[config.mk]
export PLATFORM = sky130hd
export DESIGN_NAME = gyro_turn_damper_top_flat
export DESIGN_NICKNAME = d
export VERILOG_FILES = /design/src/rtl/gtd_pkg.sv /design/src/rtl/gtd_in_if.sv /design/src/rtl/gtd_out_if.sv /design/src/rtl/gtd_div.sv /design/src/rtl/gtd_ctrl.sv /design/src/rtl/gtd_dp.sv /design/src/rtl/gyro_turn_damper_top.sv /design/src/flat_wrapper.sv
export VERILOG_INCLUDE_DIRS = /design/src /design/src/rtl
export SDC_FILE = /design/constraint.sdc
export NUM_CORES = 2
export LEC_CHECK = 0
export ABC_AREA = 1
export BUFFER_PORTS_ARGS = -buffer_cell sky130_fd_sc_hd__buf_2
export CORE_ASPECT_RATIO = 1.25
export CORE_MARGIN = 5
export CORE_UTILIZATION = 50
export CTS_CLUSTER_DIAMETER = 50
export DETAILED_ROUTE_END_ITERATION = 12
export PLACE_DENSITY = 0.79
export SLEW_MARGIN = 20
export SYNTH_ARGS = -nofsm -noshare
export SYNTH_HDL_FRONTEND = slang
export SYNTH_SLANG_ARGS = --single-unit
[constraint.sdc]
create_clock -name i_clk -period 6.6 [get_ports i_clk]
set_clock_uncertainty 0.15 [all_clocks]
set_input_delay 0 -clock i_clk [delete_from_list [all_inputs] [get_ports i_clk]]
set_output_delay 0 -clock i_clk [all_outputs]
set_load 0.05 [all_outputs]
[src/rtl/gyro_turn_damper_top_assert.svh]
// Assertion macros shared by the gyro turn damper RTL.
// The modules that use them must provide i_clk and i_rst_n.
`ifndef GYRO_TURN_DAMPER_TOP_ASSERT_SVH
`define GYRO_TURN_DAMPER_TOP_ASSERT_SVH

// Same-cycle implication, disabled while reset is held.
`define GTD_ASSERT_NOW(label, ante, cons, msg) \
    label: assert property (@(posedge i_clk) disable iff (!i_rst_n) (ante) |-> (cons)) \
        else $error(msg);

// Next-cycle implication, disabled while reset is held.
`define GTD_ASSERT_NEXT(label, ante, cons, msg) \
    label: assert property (@(posedge i_clk) disable iff (!i_rst_n) (ante) |=> (cons)) \
        else $error(msg);

`endif

[src/rtl/gtd_pkg.sv]
// Package for the gyro turn damper: widths, constants, codes, state and bus types.
// No dependencies; the modules and interfaces of the block use it.
package gtd_pkg;

    localparam int CAL_SAMPLES_DEF = 200;

    localparam int RAW_W      = 16;
    localparam int CNT_W      = 8;
    localparam int SUM_W      = 24;
    localparam int RATE_W     = 20;
    localparam int GAIN_W     = 16;
    localparam int PROD_R_W   = 27;
    localparam int PROD_D_W   = 37;
    localparam int DMP_SHIFT  = 16;
    localparam int DIV_NUM_W  = 28;
    localparam int DIV_DEN_W  = 8;
    localparam int CFG_IDX_W  = 1;
    localparam int CFG_DATA_W = 16;

    localparam logic [GAIN_W-1:0]    GAIN_RESET = 16'd3276;
    localparam logic [DIV_DEN_W-1:0] RATE_DEN   = 8'd164;
    localparam logic [DIV_DEN_W-1:0] DMP_DEN    = 8'd100;
    localparam int                   RATE_SCALE = 1000;

    localparam logic [CFG_IDX_W-1:0] CFG_GAIN   = 1'b0;
    localparam logic [CFG_IDX_W-1:0] CFG_NEGATE = 1'b1;

    typedef enum logic [1:0] {
        CMD_START  = 2'd0,
        CMD_SAMPLE = 2'd1,
        CMD_FAIL   = 2'd2
    } t_cmd;

    typedef enum logic [1:0] {
        DIV_OFS,
        DIV_RATE,
        DIV_DMP
    } t_div_op;

    typedef enum logic [3:0] {
        S_IDLE,
        S_EXEC,
        S_OFS_GO,
        S_OFS_WAIT,
        S_RATE_MUL,
        S_RATE_GO,
        S_RATE_WAIT,
        S_DMP_MUL,
        S_DMP_GO,
        S_DMP_WAIT,
        S_FINISH
    } t_state;

    typedef struct packed {
        logic    capture;
        logic    exec;
        logic    div_start;
        t_div_op div_op;
        logic    load_ofs;
        logic    mul_rate;
        logic    load_rate;
        logic    mul_dmp;
        logic    load_dmp;
        logic    write_out;
    } t_dp_cmd;

    typedef struct packed {
        logic need_ofs;
        logic need_rate;
        logic act_next;
        logic div_done;
    } t_dp_status;

endpackage

[src/rtl/gtd_in_if.sv]
// Input channel of the gyro turn damper: command and raw gyro sample.
// Depends on gtd_pkg for the field widths.
interface gtd_in_if;
    logic                              valid;
    logic                              ready;
    logic [1:0]                        command;
    logic signed [gtd_pkg::RAW_W-1:0]  raw_rate;

    modport source (output valid, output command, output raw_rate, input ready);
    modport sink   (input valid, input command, input raw_rate, output ready);
endinterface

[src/rtl/gtd_out_if.sv]
// Result channel of the gyro turn damper: damping command and status flags.
// Depends on gtd_pkg for the field widths.
interface gtd_out_if;
    logic                              valid;
    logic                              ready;
    logic signed [gtd_pkg::RAW_W-1:0]  damping;
    logic                              enabled;
    logic                              calibrating;

    modport source (output valid, output damping, output enabled, output calibrating,
                    input ready);
    modport sink   (input valid, input damping, input enabled, input calibrating,
                    output ready);
endinterface

[src/rtl/gtd_div.sv]
// Unsigned divide by the block's constant divisors through reciprocal multiplication.
// Depends on gtd_pkg and the assertion macro header.
`include "gyro_turn_damper_top_assert.svh"

module gtd_div #(
    parameter int CAL_SAMPLES = gtd_pkg::CAL_SAMPLES_DEF
) (
    input  logic                              i_clk,
    input  logic                              i_rst_n,
    input  logic                              i_start,
    input  gtd_pkg::t_div_op                  i_op,
    input  logic [gtd_pkg::DIV_NUM_W-1:0]     i_num,
    output logic [gtd_pkg::DIV_NUM_W-1:0]     o_quot,
    output logic                              o_done
);
    import gtd_pkg::*;

    // For a dividend below 2^N and a divisor d with l = clog2(d), the product with
    // ceil(2^(N+l) / d) shifted down by N+l gives the exact floor quotient.
    localparam int OFS_N   = SUM_W;
    localparam int RATE_N  = PROD_R_W;
    localparam int DMP_N   = PROD_D_W - DMP_SHIFT;
    localparam int OFS_SH  = OFS_N + $clog2(CAL_SAMPLES);
    localparam int RATE_SH = RATE_N + $clog2(int'(RATE_DEN));
    localparam int DMP_SH  = DMP_N + $clog2(int'(DMP_DEN));
    localparam int MULT_W  = DIV_NUM_W;
    localparam int PROD_W  = DIV_NUM_W + MULT_W;

    localparam logic [MULT_W-1:0] OFS_M  = MULT_W'(((longint'(1) << OFS_SH)
                                           + longint'(CAL_SAMPLES) - 1)
                                           / longint'(CAL_SAMPLES));
    localparam logic [MULT_W-1:0] RATE_M = MULT_W'(((longint'(1) << RATE_SH)
                                           + longint'(RATE_DEN) - 1)
                                           / longint'(RATE_DEN));
    localparam logic [MULT_W-1:0] DMP_M  = MULT_W'(((longint'(1) << DMP_SH)
                                           + longint'(DMP_DEN) - 1)
                                           / longint'(DMP_DEN));

    logic                 r_busy;
    logic                 r_done;
    t_div_op              r_op;
    logic [DIV_NUM_W-1:0] r_num;
    logic [MULT_W-1:0]    r_mult;
    logic [PROD_W-1:0]    r_prod;
    logic [MULT_W-1:0]    n_mult;

    always_comb begin
        case (i_op)
            DIV_OFS:  n_mult = OFS_M;
            DIV_RATE: n_mult = RATE_M;
            DIV_DMP:  n_mult = DMP_M;
            default:  n_mult = '0;
        endcase
    end

    // Operands are registered at start and the product in the cycle after; done pulses with the product.
    always_ff @(posedge i_clk) begin
        if (!i_rst_n) begin
            r_busy <= 1'b0;
            r_done <= 1'b0;
        end else begin
            r_busy <= i_start;
            r_done <= r_busy;
        end
    end

    always_ff @(posedge i_clk) begin
        if (i_start) begin
            r_num  <= i_num;
            r_mult <= n_mult;
            r_op   <= i_op;
        end
        if (r_busy) r_prod <= r_num * r_mult;
    end

    always_comb begin
        case (r_op)
            DIV_OFS:  o_quot = DIV_NUM_W'(r_prod >> OFS_SH);
            DIV_RATE: o_quot = DIV_NUM_W'(r_prod >> RATE_SH);
            DIV_DMP:  o_quot = DIV_NUM_W'(r_prod >> DMP_SH);
            default:  o_quot = '0;
        endcase
    end

    assign o_done = r_done;

    `GTD_ASSERT_NOW(a_start_idle, i_start, !r_busy && !r_done, "divider restarted while busy")
    `GTD_ASSERT_NEXT(a_busy_done, r_busy, r_done, "divider product not finished in time")
    `GTD_ASSERT_NEXT(a_done_pulse, r_done, !r_done, "divider done held for two cycles")

endmodule

[src/rtl/gtd_ctrl.sv]
// Controller of the gyro turn damper: sequences capture, update, multiplies and divides.
// Depends on gtd_pkg and the assertion macro header.
`include "gyro_turn_damper_top_assert.svh"

module gtd_ctrl (
    input  logic                i_clk,
    input  logic                i_rst_n,
    input  logic                i_in_valid,
    output logic                o_in_ready,
    output logic                o_out_valid,
    input  logic                i_out_ready,
    output gtd_pkg::t_dp_cmd    o_cmd,
    input  gtd_pkg::t_dp_status i_status
);
    import gtd_pkg::*;

    t_state r_state;
    t_state n_state;
    logic   r_out_valid;

    always_comb begin
        n_state = r_state;
        unique case (r_state)
            S_IDLE: begin
                if (i_in_valid) n_state = S_EXEC;
            end
            S_EXEC: begin
                if (i_status.need_ofs)       n_state = S_OFS_GO;
                else if (i_status.need_rate) n_state = S_RATE_MUL;
                else if (i_status.act_next)  n_state = S_DMP_MUL;
                else                         n_state = S_FINISH;
            end
            S_OFS_GO:    n_state = S_OFS_WAIT;
            S_OFS_WAIT: begin
                if (i_status.div_done) n_state = S_DMP_MUL;
            end
            S_RATE_MUL:  n_state = S_RATE_GO;
            S_RATE_GO:   n_state = S_RATE_WAIT;
            S_RATE_WAIT: begin
                if (i_status.div_done) n_state = S_DMP_MUL;
            end
            S_DMP_MUL:   n_state = S_DMP_GO;
            S_DMP_GO:    n_state = S_DMP_WAIT;
            S_DMP_WAIT: begin
                if (i_status.div_done) n_state = S_FINISH;
            end
            S_FINISH: begin
                if (!r_out_valid || i_out_ready) n_state = S_IDLE;
            end
            default:     n_state = S_IDLE;
        endcase
    end

    always_comb begin
        o_cmd        = '0;
        o_cmd.div_op = DIV_OFS;
        o_in_ready   = 1'b0;
        unique case (r_state)
            S_IDLE: begin
                o_in_ready    = 1'b1;
                o_cmd.capture = i_in_valid;
            end
            S_EXEC:      o_cmd.exec = 1'b1;
            S_OFS_GO: begin
                o_cmd.div_start = 1'b1;
                o_cmd.div_op    = DIV_OFS;
            end
            S_OFS_WAIT:  o_cmd.load_ofs = i_status.div_done;
            S_RATE_MUL:  o_cmd.mul_rate = 1'b1;
            S_RATE_GO: begin
                o_cmd.div_start = 1'b1;
                o_cmd.div_op    = DIV_RATE;
            end
            S_RATE_WAIT: o_cmd.load_rate = i_status.div_done;
            S_DMP_MUL:   o_cmd.mul_dmp = 1'b1;
            S_DMP_GO: begin
                o_cmd.div_start = 1'b1;
                o_cmd.div_op    = DIV_DMP;
            end
            S_DMP_WAIT:  o_cmd.load_dmp = i_status.div_done;
            S_FINISH:    o_cmd.write_out = !r_out_valid || i_out_ready;
            default:     o_cmd = '0;
        endcase
    end

    always_ff @(posedge i_clk) begin
        if (!i_rst_n) begin
            r_state     <= S_IDLE;
            r_out_valid <= 1'b0;
        end else begin
            r_state <= n_state;
            if (o_cmd.write_out) begin
                r_out_valid <= 1'b1;
            end else if (i_out_ready) begin
                r_out_valid <= 1'b0;
            end
        end
    end

    assign o_out_valid = r_out_valid;

    `GTD_ASSERT_NOW(a_done_in_wait, i_status.div_done, (r_state == S_OFS_WAIT) || (r_state == S_RATE_WAIT) || (r_state == S_DMP_WAIT), "divider finished outside a wait state")
    `GTD_ASSERT_NOW(a_no_overwrite, o_cmd.write_out, !r_out_valid || i_out_ready, "pending result overwritten")
    `GTD_ASSERT_NEXT(a_accept_exec, i_in_valid && o_in_ready, r_state == S_EXEC, "accepted beat not executed")

endmodule

[src/rtl/gtd_dp.sv]
// Datapath of the gyro turn damper: configuration, calibration state, multiplies,
// the shared divider and the result register. Depends on gtd_pkg and gtd_div.
module gtd_dp #(
    parameter int CAL_SAMPLES = gtd_pkg::CAL_SAMPLES_DEF
) (
    input  logic                                i_clk,
    input  logic                                i_rst_n,
    input  logic                                i_cfg_we,
    input  logic [gtd_pkg::CFG_IDX_W-1:0]       i_cfg_index,
    input  logic [gtd_pkg::CFG_DATA_W-1:0]      i_cfg_data,
    input  logic [1:0]                          i_command,
    input  logic signed [gtd_pkg::RAW_W-1:0]    i_raw_rate,
    input  gtd_pkg::t_dp_cmd                    i_cmd,
    output gtd_pkg::t_dp_status                 o_status,
    output logic signed [gtd_pkg::RAW_W-1:0]    o_damping,
    output logic                                o_enabled,
    output logic                                o_calibrating
);
    import gtd_pkg::*;

    localparam logic [CNT_W:0]       CAL_COUNT = (CNT_W + 1)'(CAL_SAMPLES);
    localparam logic signed [PROD_R_W-1:0] R_SCALE = PROD_R_W'(RATE_SCALE);
    localparam logic signed [DIV_NUM_W:0]  SAT_HI  = (DIV_NUM_W + 1)'(32767);
    localparam logic signed [DIV_NUM_W:0]  SAT_LO  = -(DIV_NUM_W + 1)'(32768);

    logic [GAIN_W-1:0]          r_gain;
    logic                       r_negate;
    logic [1:0]                 r_cmd_code;
    logic signed [RAW_W-1:0]    r_raw;
    logic                       r_active;
    logic                       r_in_cal;
    logic [CNT_W-1:0]           r_count;
    logic [SUM_W-1:0]           r_sum;
    logic signed [RAW_W-1:0]    r_offset;
    logic signed [RATE_W-1:0]   r_rate;
    logic signed [PROD_R_W-1:0] r_prod_rate;
    logic signed [PROD_D_W-1:0] r_prod_dmp;
    logic signed [RAW_W-1:0]    r_dmp;
    logic                       r_div_neg;
    logic signed [RAW_W-1:0]    r_out_damping;
    logic                       r_out_enabled;
    logic                       r_out_cal;

    logic                       is_sample;
    logic signed [RAW_W:0]      diff;
    logic signed [PROD_R_W-1:0] prod_rate_c;
    logic signed [PROD_D_W-1:0] prod_dmp_c;
    logic [SUM_W-1:0]           sum_mag;
    logic [PROD_R_W-1:0]        rate_mag;
    logic [PROD_D_W-1:0]        dmp_mag;
    logic [DIV_NUM_W-1:0]       div_num;
    logic                       div_neg;
    logic [DIV_NUM_W-1:0]       quot;
    logic                       div_done;
    logic [DIV_NUM_W:0]         q_ext;
    logic signed [DIV_NUM_W:0]  q_s;
    logic signed [RAW_W-1:0]    q_sat;

    // Status for the controller, taken from the captured beat before its update.
    assign is_sample          = (r_cmd_code == CMD_SAMPLE);
    assign o_status.need_ofs  = is_sample && r_active && r_in_cal
                                && (({1'b0, r_count} + 1'b1) >= CAL_COUNT);
    assign o_status.need_rate = is_sample && r_active && !r_in_cal;
    assign o_status.act_next  = (r_cmd_code == CMD_START) ? 1'b1
                              : (r_cmd_code == CMD_FAIL)  ? 1'b0 : r_active;
    assign o_status.div_done  = div_done;

    assign diff        = $signed({r_raw[RAW_W-1], r_raw}) - $signed({r_offset[RAW_W-1], r_offset});
    assign prod_rate_c = $signed({{(PROD_R_W-RAW_W-1){diff[RAW_W]}}, diff}) * R_SCALE;
    assign prod_dmp_c  = $signed({{(PROD_D_W-GAIN_W){1'b0}}, r_gain})
                       * $signed({{(PROD_D_W-RATE_W){r_rate[RATE_W-1]}}, r_rate});

    // Magnitudes feed the unsigned divider; the sign is restored on the quotient,
    // which gives truncation toward zero.
    assign sum_mag  = r_sum[SUM_W-1] ? (~r_sum + 1'b1) : r_sum;
    assign rate_mag = r_prod_rate[PROD_R_W-1] ? (~r_prod_rate + 1'b1) : r_prod_rate;
    assign dmp_mag  = r_prod_dmp[PROD_D_W-1] ? (~r_prod_dmp + 1'b1) : r_prod_dmp;

    always_comb begin
        case (i_cmd.div_op)
            DIV_OFS: begin
                div_num = DIV_NUM_W'(sum_mag);
                div_neg = r_sum[SUM_W-1];
            end
            DIV_RATE: begin
                div_num = DIV_NUM_W'(rate_mag);
                div_neg = r_prod_rate[PROD_R_W-1];
            end
            DIV_DMP: begin
                div_num = DIV_NUM_W'(dmp_mag[PROD_D_W-1:DMP_SHIFT]);
                div_neg = r_prod_dmp[PROD_D_W-1] ^ r_negate;
            end
            default: begin
                div_num = '0;
                div_neg = 1'b0;
            end
        endcase
    end

    gtd_div #(
        .CAL_SAMPLES (CAL_SAMPLES)
    ) u_div (
        .i_clk   (i_clk),
        .i_rst_n (i_rst_n),
        .i_start (i_cmd.div_start),
        .i_op    (i_cmd.div_op),
        .i_num   (div_num),
        .o_quot  (quot),
        .o_done  (div_done)
    );

    assign q_ext = {1'b0, quot};
    assign q_s   = $signed(r_div_neg ? (~q_ext + 1'b1) : q_ext);

    always_comb begin
        if (q_s > SAT_HI) begin
            q_sat = RAW_W'(SAT_HI);
        end else if (q_s < SAT_LO) begin
            q_sat = RAW_W'(SAT_LO);
        end else begin
            q_sat = RAW_W'(q_s);
        end
    end

    always_ff @(posedge i_clk) begin
        if (!i_rst_n) begin
            r_gain   <= GAIN_RESET;
            r_negate <= 1'b0;
        end else if (i_cfg_we) begin
            unique case (i_cfg_index)
                CFG_GAIN:   r_gain   <= GAIN_W'(i_cfg_data);
                CFG_NEGATE: r_negate <= i_cfg_data[0];
                default:    ;
            endcase
        end
    end

    always_ff @(posedge i_clk) begin
        if (!i_rst_n) begin
            r_active <= 1'b0;
            r_in_cal <= 1'b0;
            r_count  <= '0;
            r_sum    <= '0;
            r_offset <= '0;
            r_rate   <= '0;
        end else if (i_cmd.exec) begin
            unique case (r_cmd_code)
                CMD_START: begin
                    r_active <= 1'b1;
                    r_in_cal <= 1'b1;
                    r_count  <= '0;
                    r_sum    <= '0;
                    r_offset <= '0;
                    r_rate   <= '0;
                end
                CMD_SAMPLE: begin
                    if (r_active && r_in_cal) begin
                        r_sum   <= r_sum + {{(SUM_W-RAW_W){r_raw[RAW_W-1]}}, r_raw};
                        r_count <= r_count + 1'b1;
                    end
                end
                CMD_FAIL: begin
                    r_active <= 1'b0;
                    r_in_cal <= 1'b0;
                    r_count  <= '0;
                    r_sum    <= '0;
                    r_offset <= '0;
                    r_rate   <= '0;
                end
                default: ;
            endcase
        end else if (i_cmd.load_ofs) begin
            r_offset <= RAW_W'(q_s);
            r_in_cal <= 1'b0;
        end else if (i_cmd.load_rate) begin
            r_rate <= RATE_W'(q_s);
        end
    end

    always_ff @(posedge i_clk) begin
        if (i_cmd.capture) begin
            r_cmd_code <= i_command;
            r_raw      <= i_raw_rate;
        end
        if (i_cmd.mul_rate)  r_prod_rate <= prod_rate_c;
        if (i_cmd.mul_dmp)   r_prod_dmp  <= prod_dmp_c;
        if (i_cmd.div_start) r_div_neg   <= div_neg;
        if (i_cmd.load_dmp)  r_dmp       <= q_sat;
        if (i_cmd.write_out) begin
            r_out_damping <= r_active ? r_dmp : '0;
            r_out_enabled <= r_active;
            r_out_cal     <= r_in_cal;
        end
    end

    assign o_damping     = r_out_damping;
    assign o_enabled     = r_out_enabled;
    assign o_calibrating = r_out_cal;

endmodule

[src/rtl/gyro_turn_damper_top.sv]
// Channel   Dir  Beat contents                          Accepted when
// i_in      in   command[1:0], raw_rate[15:0] signed    i_in.valid && i_in.ready
// o_out     out  damping[15:0] signed, enabled, calib   o_out.valid && o_out.ready
// i_cfg_*   in   index 0 gain_q16, index 1 negate_rate  i_cfg_we high
//
// One beat is in work at a time. A tracking sample runs one rate multiply and
// divide by 164, then one damping multiply and divide by 100. Each divide is a
// multiply by a constant reciprocal on a shared unit. The last calibration
// sample runs the divide that forms the offset, then the damping multiply and
// divide. A start, any other calibration sample, or an unused code while enabled
// runs only the damping multiply and divide; a failure or a beat while disabled
// runs neither. The result register frees the input side: the next beat is
// accepted while a result still waits, and the block only stalls if a second
// result is ready before the first was taken. Reset is synchronous and active
// low; it restores the configuration defaults and clears calibration state.
//
// Top level of the gyro turn damper; depends on gtd_pkg, the channel interfaces,
// gtd_ctrl and gtd_dp.
module gyro_turn_damper_top #(
    parameter int CAL_SAMPLES = gtd_pkg::CAL_SAMPLES_DEF
) (
    input  logic                              i_clk,
    input  logic                              i_rst_n,
    gtd_in_if.sink                            i_in,
    gtd_out_if.source                         o_out,
    input  logic                              i_cfg_we,
    input  logic [gtd_pkg::CFG_IDX_W-1:0]     i_cfg_index,
    input  logic [gtd_pkg::CFG_DATA_W-1:0]    i_cfg_data
);
    import gtd_pkg::*;

    // Command and status buses are the only link between controller and datapath.
    t_dp_cmd    dp_cmd;
    t_dp_status dp_status;

    gtd_ctrl u_ctrl (
        .i_clk       (i_clk),
        .i_rst_n     (i_rst_n),
        .i_in_valid  (i_in.valid),
        .o_in_ready  (i_in.ready),
        .o_out_valid (o_out.valid),
        .i_out_ready (o_out.ready),
        .o_cmd       (dp_cmd),
        .i_status    (dp_status)
    );

    // The datapath holds configuration, bias and rate state, and the result
    // register whose fields drive the output beat.
    gtd_dp #(
        .CAL_SAMPLES (CAL_SAMPLES)
    ) u_dp (
        .i_clk         (i_clk),
        .i_rst_n       (i_rst_n),
        .i_cfg_we      (i_cfg_we),
        .i_cfg_index   (i_cfg_index),
        .i_cfg_data    (i_cfg_data),
        .i_command     (i_in.command),
        .i_raw_rate    (i_in.raw_rate),
        .i_cmd         (dp_cmd),
        .o_status      (dp_status),
        .o_damping     (o_out.damping),
        .o_enabled     (o_out.enabled),
        .o_calibrating (o_out.calibrating)
    );

endmodule

[src/flat_wrapper.sv]
// flat-port wrapper written by rule: the top's interface ports become plain ports
module gyro_turn_damper_top_flat import gtd_pkg::*;
#(
    parameter int CAL_SAMPLES = gtd_pkg::CAL_SAMPLES_DEF
)
  (i_clk, i_rst_n, i_cfg_we, i_cfg_index, i_cfg_data, i_in_valid, i_in_command, i_in_raw_rate, i_in_ready, o_out_valid, o_out_damping, o_out_enabled, o_out_calibrating, o_out_ready);
  gtd_in_if i_in_i ();
  gtd_out_if o_out_i ();
  input  logic i_clk;
  input  logic i_rst_n;
  input  logic i_cfg_we;
  input  logic [gtd_pkg::CFG_IDX_W-1:0] i_cfg_index;
  input  logic [gtd_pkg::CFG_DATA_W-1:0] i_cfg_data;
  input wire logic [$bits(i_in_i.valid)-1:0] i_in_valid;
  input wire logic [$bits(i_in_i.command)-1:0] i_in_command;
  input wire logic [$bits(i_in_i.raw_rate)-1:0] i_in_raw_rate;
  output wire logic [$bits(i_in_i.ready)-1:0] i_in_ready;
  output wire logic [$bits(o_out_i.valid)-1:0] o_out_valid;
  output wire logic [$bits(o_out_i.damping)-1:0] o_out_damping;
  output wire logic [$bits(o_out_i.enabled)-1:0] o_out_enabled;
  output wire logic [$bits(o_out_i.calibrating)-1:0] o_out_calibrating;
  input wire logic [$bits(o_out_i.ready)-1:0] o_out_ready;
  assign i_in_i.valid = i_in_valid;
  assign i_in_i.command = i_in_command;
  assign i_in_i.raw_rate = i_in_raw_rate;
  assign i_in_ready = i_in_i.ready;
  assign o_out_valid = o_out_i.valid;
  assign o_out_damping = o_out_i.damping;
  assign o_out_enabled = o_out_i.enabled;
  assign o_out_calibrating = o_out_i.calibrating;
  assign o_out_i.ready = o_out_ready;
  gyro_turn_damper_top #(.CAL_SAMPLES(CAL_SAMPLES)) u_core (.i_clk(i_clk), .i_rst_n(i_rst_n), .i_in(i_in_i), .o_out(o_out_i), .i_cfg_we(i_cfg_we), .i_cfg_index(i_cfg_index), .i_cfg_data(i_cfg_data));
endmodule
==> impl_metrics.py <==
metrics = {
    "sta": {
        "slew_headroom_pct": 26.2,
        "min_period_ns": 6.74,
        "totalNegativeSetupSlack_ns": -1.37,
        "fin_hold_ws_ns": 0.0477,
        "grt_setup_unrepaired": "yes",
        "fin_crit_sh_pct": 102,
        "setup_ws_ns": -0.139,
        "setup_violations": 20,
        "tightest_slew_ns": 1.10,
        "timing_hold_violations_final": 0,
        "maxSlewViolCount": 0,
        "fmax_mhz": 148,
    },
    "yosys": {
        "avgSynthCellArea_um2": 8.23,
        "syn_area_um2": 51400,
        "seq_area_frac_synth_pct": 14.1,
        "synth_xor_area_share_pct": 3.10,
        "syn_inst": 6242,
        "synth-simple-area-share_pct": 14.0,
        "syn-num-nets": 7690,
        "ys_seq_elements": 272,
        "synth_top_family_by_area": "adder cells",
        "postSynth.asyncResetShare_pct": 0,
        "ys_warn_count": 0,
        "ys.flop_type": "edfxtp_1",
        "synthMuxAreaShare_pct": 0,
        "synth_fa_ha_area_share_pct": 47.4,
        "synth_cell_types": 51,
        "synth_edf_count": 178,
        "synth_compound_area_share_pct": 7.43,
    },
    "die": {
        "dieHeight_um": 368,
        "ios": 60,
        "fp-row-count": 131,
        "die_w_um": 297,
        "initial_utilization_pct": 50.3,
        "die-area_um2": 109000,
        "fp.coreArea_um2": 102000,
    },
    "run": {
        "maxCapViolCount": 0,
    },
    "worst_hold_path": {
        "hold_class": "in -> reg",
        "holdPathStages": 2,
        "worstHoldStart": "i_in_command[0]",
        "holdPathEnd": "u_core.u_dp.r_cmd_code[0]$_DFFE_PP_",
    },
    "critical_path": {
        "cpMaxStageDelayCell": "fa_2",
        "critPathArrivalTime_ns": 6.89,
        "timing.rr.end": "u_core.u_dp.u_div.r_prod[55]$_DFFE_PP_",
        "critical_path_required_ns": 6.75,
        "worst-r2r-cell-count": 26,
        "crit_fanout": 18,
        "cp-end-kind": "flop",
        "path_class": "reg -> reg",
        "critPathTopFamily": "adder cells",
        "cp-start-kind": "flop",
        "cpPeakStageDelay_ns": 0.59,
        "reg2reg_from": "u_core.u_dp.u_div.r_mult[24]$_DFFE_PN_",
        "path_buf_inv": 8,
        "cp_common_cell": "fa_1",
        "r2r_slack_ns": -0.14,
    },
    "clock_network": {
        "path_clk_slew_ns": 0.06,
        "ctsHtreeMaxLevel": 2,
        "clock-root-buffer": "clkbuf_16",
        "clock-sinks": 272,
        "cts_buffers": 36,
        "cts_tree": "built",
        "clockBufferDepth": 3,
        "clk_latency_ns": 0.58,
    },
    "place": {
        "portBuffers": 59,
        "hpwl_um": 136000,
        "place.gp.congestion": 1.05,
    },
    "routing": {
        "viasPerCell": 5.39,
        "drt-wirelength-per-cell_um": 20.2,
        "vias": 43544,
        "drtPass1Iterations": 7,
        "wirelength_um": 163000,
        "ant_nets": 0,
        "drt_iter0_markers": 3562,
        "drc": 0,
    },
    "final_layout": {
        "fin_nets": 8171,
        "fin_util_pct": 58.4,
        "final_common_cell": "inv_1",
        "area_growth_pct": 16.0,
        "final_cell_mix": "inv_1, nand2_1, fa_1, ha_1, buf_4",
        "layout-drive-gt1-share_pct": 12.9,
        "fillers": 8542,
    },
    "grt": {
        "antenna_found_initial": 2,
        "track_usage_pct": 29.7,
        "grt_max_degree": 64,
        "grt_overflow": 0,
        "grt_pass1_vias": 46925,
        "grt_pass1_wl_um": 254000,
    },
    "run_status": {
        "violations": "negative setup slack",
        "outcome": "complete, but fails checks",
    },
}
[worst max-delay path by stage]
stage | from | endpoint | cells after the start
final | u_core.u_dp.u_div.r_mult[24]$_DFFE_PN_ | u_core.u_dp.u_div.r_prod[55]$_DFFE_PP_ | 26
after global routing | u_core.u_dp.u_div.r_num[6]$_DFFE_PN_ | u_core.u_dp.u_div.r_prod[44]$_DFFE_PP_ | 27
after CTS | u_core.u_dp.u_div.r_mult[24]$_DFFE_PN_ | u_core.u_dp.u_div.r_prod[55]$_DFFE_PP_ | 23
after detailed placement | u_core.u_dp.u_div.r_mult[21]$_DFFE_PN_ | u_core.u_dp.u_div.r_prod[55]$_DFFE_PP_ | 25
after global placement | u_core.u_dp.u_div.r_num[16]$_DFFE_PN_ | u_core.u_dp.u_div.r_prod[55]$_DFFE_PP_ | 23
after floorplan | u_core.u_dp.u_div.r_mult[26]$_DFFE_PN_ | u_core.u_dp.u_div.r_prod[44]$_DFFE_PP_ | 28
[sequential cells by signal (all words and copies together), names as in the netlist, 16 cells and up]
name	flops
u_core.u_dp.r_raw	16
u_core.u_dp.u_div.r_prod	28
u_core.u_dp.r_prod_dmp	37
u_core.u_dp.o_damping	16
u_core.u_dp.r_sum	24
u_core.u_dp.r_prod_rate	24
u_core.u_dp.u_div.r_num	27
u_core.u_dp.r_dmp	16
u_core.u_dp.r_rate	20
u_core.u_dp.r_gain	16
u_core.u_dp.r_offset	16
[repair_timing]
action | 4_1_cts | 5_1_grt
cloned | 0 | 2
hold endpoints to repair | 73 | 0
resized for setup | 90 | 203
buffers inserted | 13 | 20
hold buffers | 76 | 0
endpoints found under the setup margin | 26 | 49
pin swaps | 9 | 33
[stage by stage]
| stage | std cells | instance area [um2] | setup WS, ns |
|---|---|---|---|
| after floorplan | 6242 | 51400 | 0.0333 |
| after global placement | 7903 | 56100 | -0.365 |
| after detailed placement | 7903 | 56100 | -0.443 |
| after CTS | 8058 | 58600 | -0.177 |
| after global routing | 8081 | 59600 | -0.346 |
| final | 8083 | 59600 | -0.139 |
[logic make-up (layout without fill, tap and decap cells)]
logic type / Yosys count / after routing
AO/OA/AOI/OAI: 689 / 689
XOR/XNOR: 181 / 181
adder cells (fa/ha/maj): 1408 / 1408
buffers and inverters: 1896 / 2405
flip-flops: 272 / 272
other: 0 / 2
AND/OR/NAND/NOR: 1796 / 1796
[metal layers]
metal | vias to the layer above | track usage (%) | routed length [um]
li1 | 19709 | - | -
met2 | 2011 | 52.9 | 80500
met3 | 709 | 4.08 | 10700
met4 | 2 | 22.6 | 16400
met1 | 21113 | 32.0 | 55400
met5 | - | 0 | 13
[cell usage after synthesis, types with 2 or more instances]
master | n | share of area (%)
nand2_2 | 3 | 0.037
nand4_1 | 18 | 0.22
buf_1 | 10 | 0.073
nor4_1 | 9 | 0.11
inv_1 | 1724 | 13
a22oi_1 | 6 | 0.088
or2_2 | 13 | 0.16
o31ai_1 | 7 | 0.10
buf_6 | 3 | 0.066
nor3_1 | 36 | 0.35
a21oi_1 | 315 | 3.1
inv_2 | 3 | 0.022
o21ai_0 | 203 | 2.0
a21o_1 | 17 | 0.25
edfxtp_1 | 178 | 10
buf_4 | 2 | 0.029
o21bai_1 | 33 | 0.48
o21a_1 | 14 | 0.20
nand3b_1 | 9 | 0.13
o2111ai_1 | 3 | 0.051
xnor2_1 | 41 | 0.70
nor2_1 | 355 | 2.6
o22ai_1 | 5 | 0.061
xor2_1 | 139 | 2.4
dfxtp_1 | 94 | 3.7
buf_2 | 8 | 0.078
o211ai_1 | 10 | 0.15
a211oi_1 | 9 | 0.13
a21boi_0 | 14 | 0.20
nor2_2 | 6 | 0.073
o21ai_1 | 3 | 0.029
fa_1 | 901 | 35
clkbuf_1 | 145 | 1.1
nand3_1 | 196 | 1.9
nand2_1 | 1142 | 8.3
ha_1 | 507 | 12
a31oi_1 | 44 | 0.54
and3_1 | 4 | 0.049
[final cells by class]
type,count,area [um2],area share (%)
Sequential cell,272,7250,12.2
Clock buffer,40,947,1.59
Timing Repair Buffer,611,4860,8.16
Tap cell,1330,1660,2.79
Antenna cell,2,5.00,0.00839
Inverter,1728,6500,10.9
Multi-Input combinational cell,4074,38100,63.9
Clock inverter,26,285,0.478
Power is not shown: default switching activity piles up to over one toggle a cycle in this logic, so the estimate is an artifact.
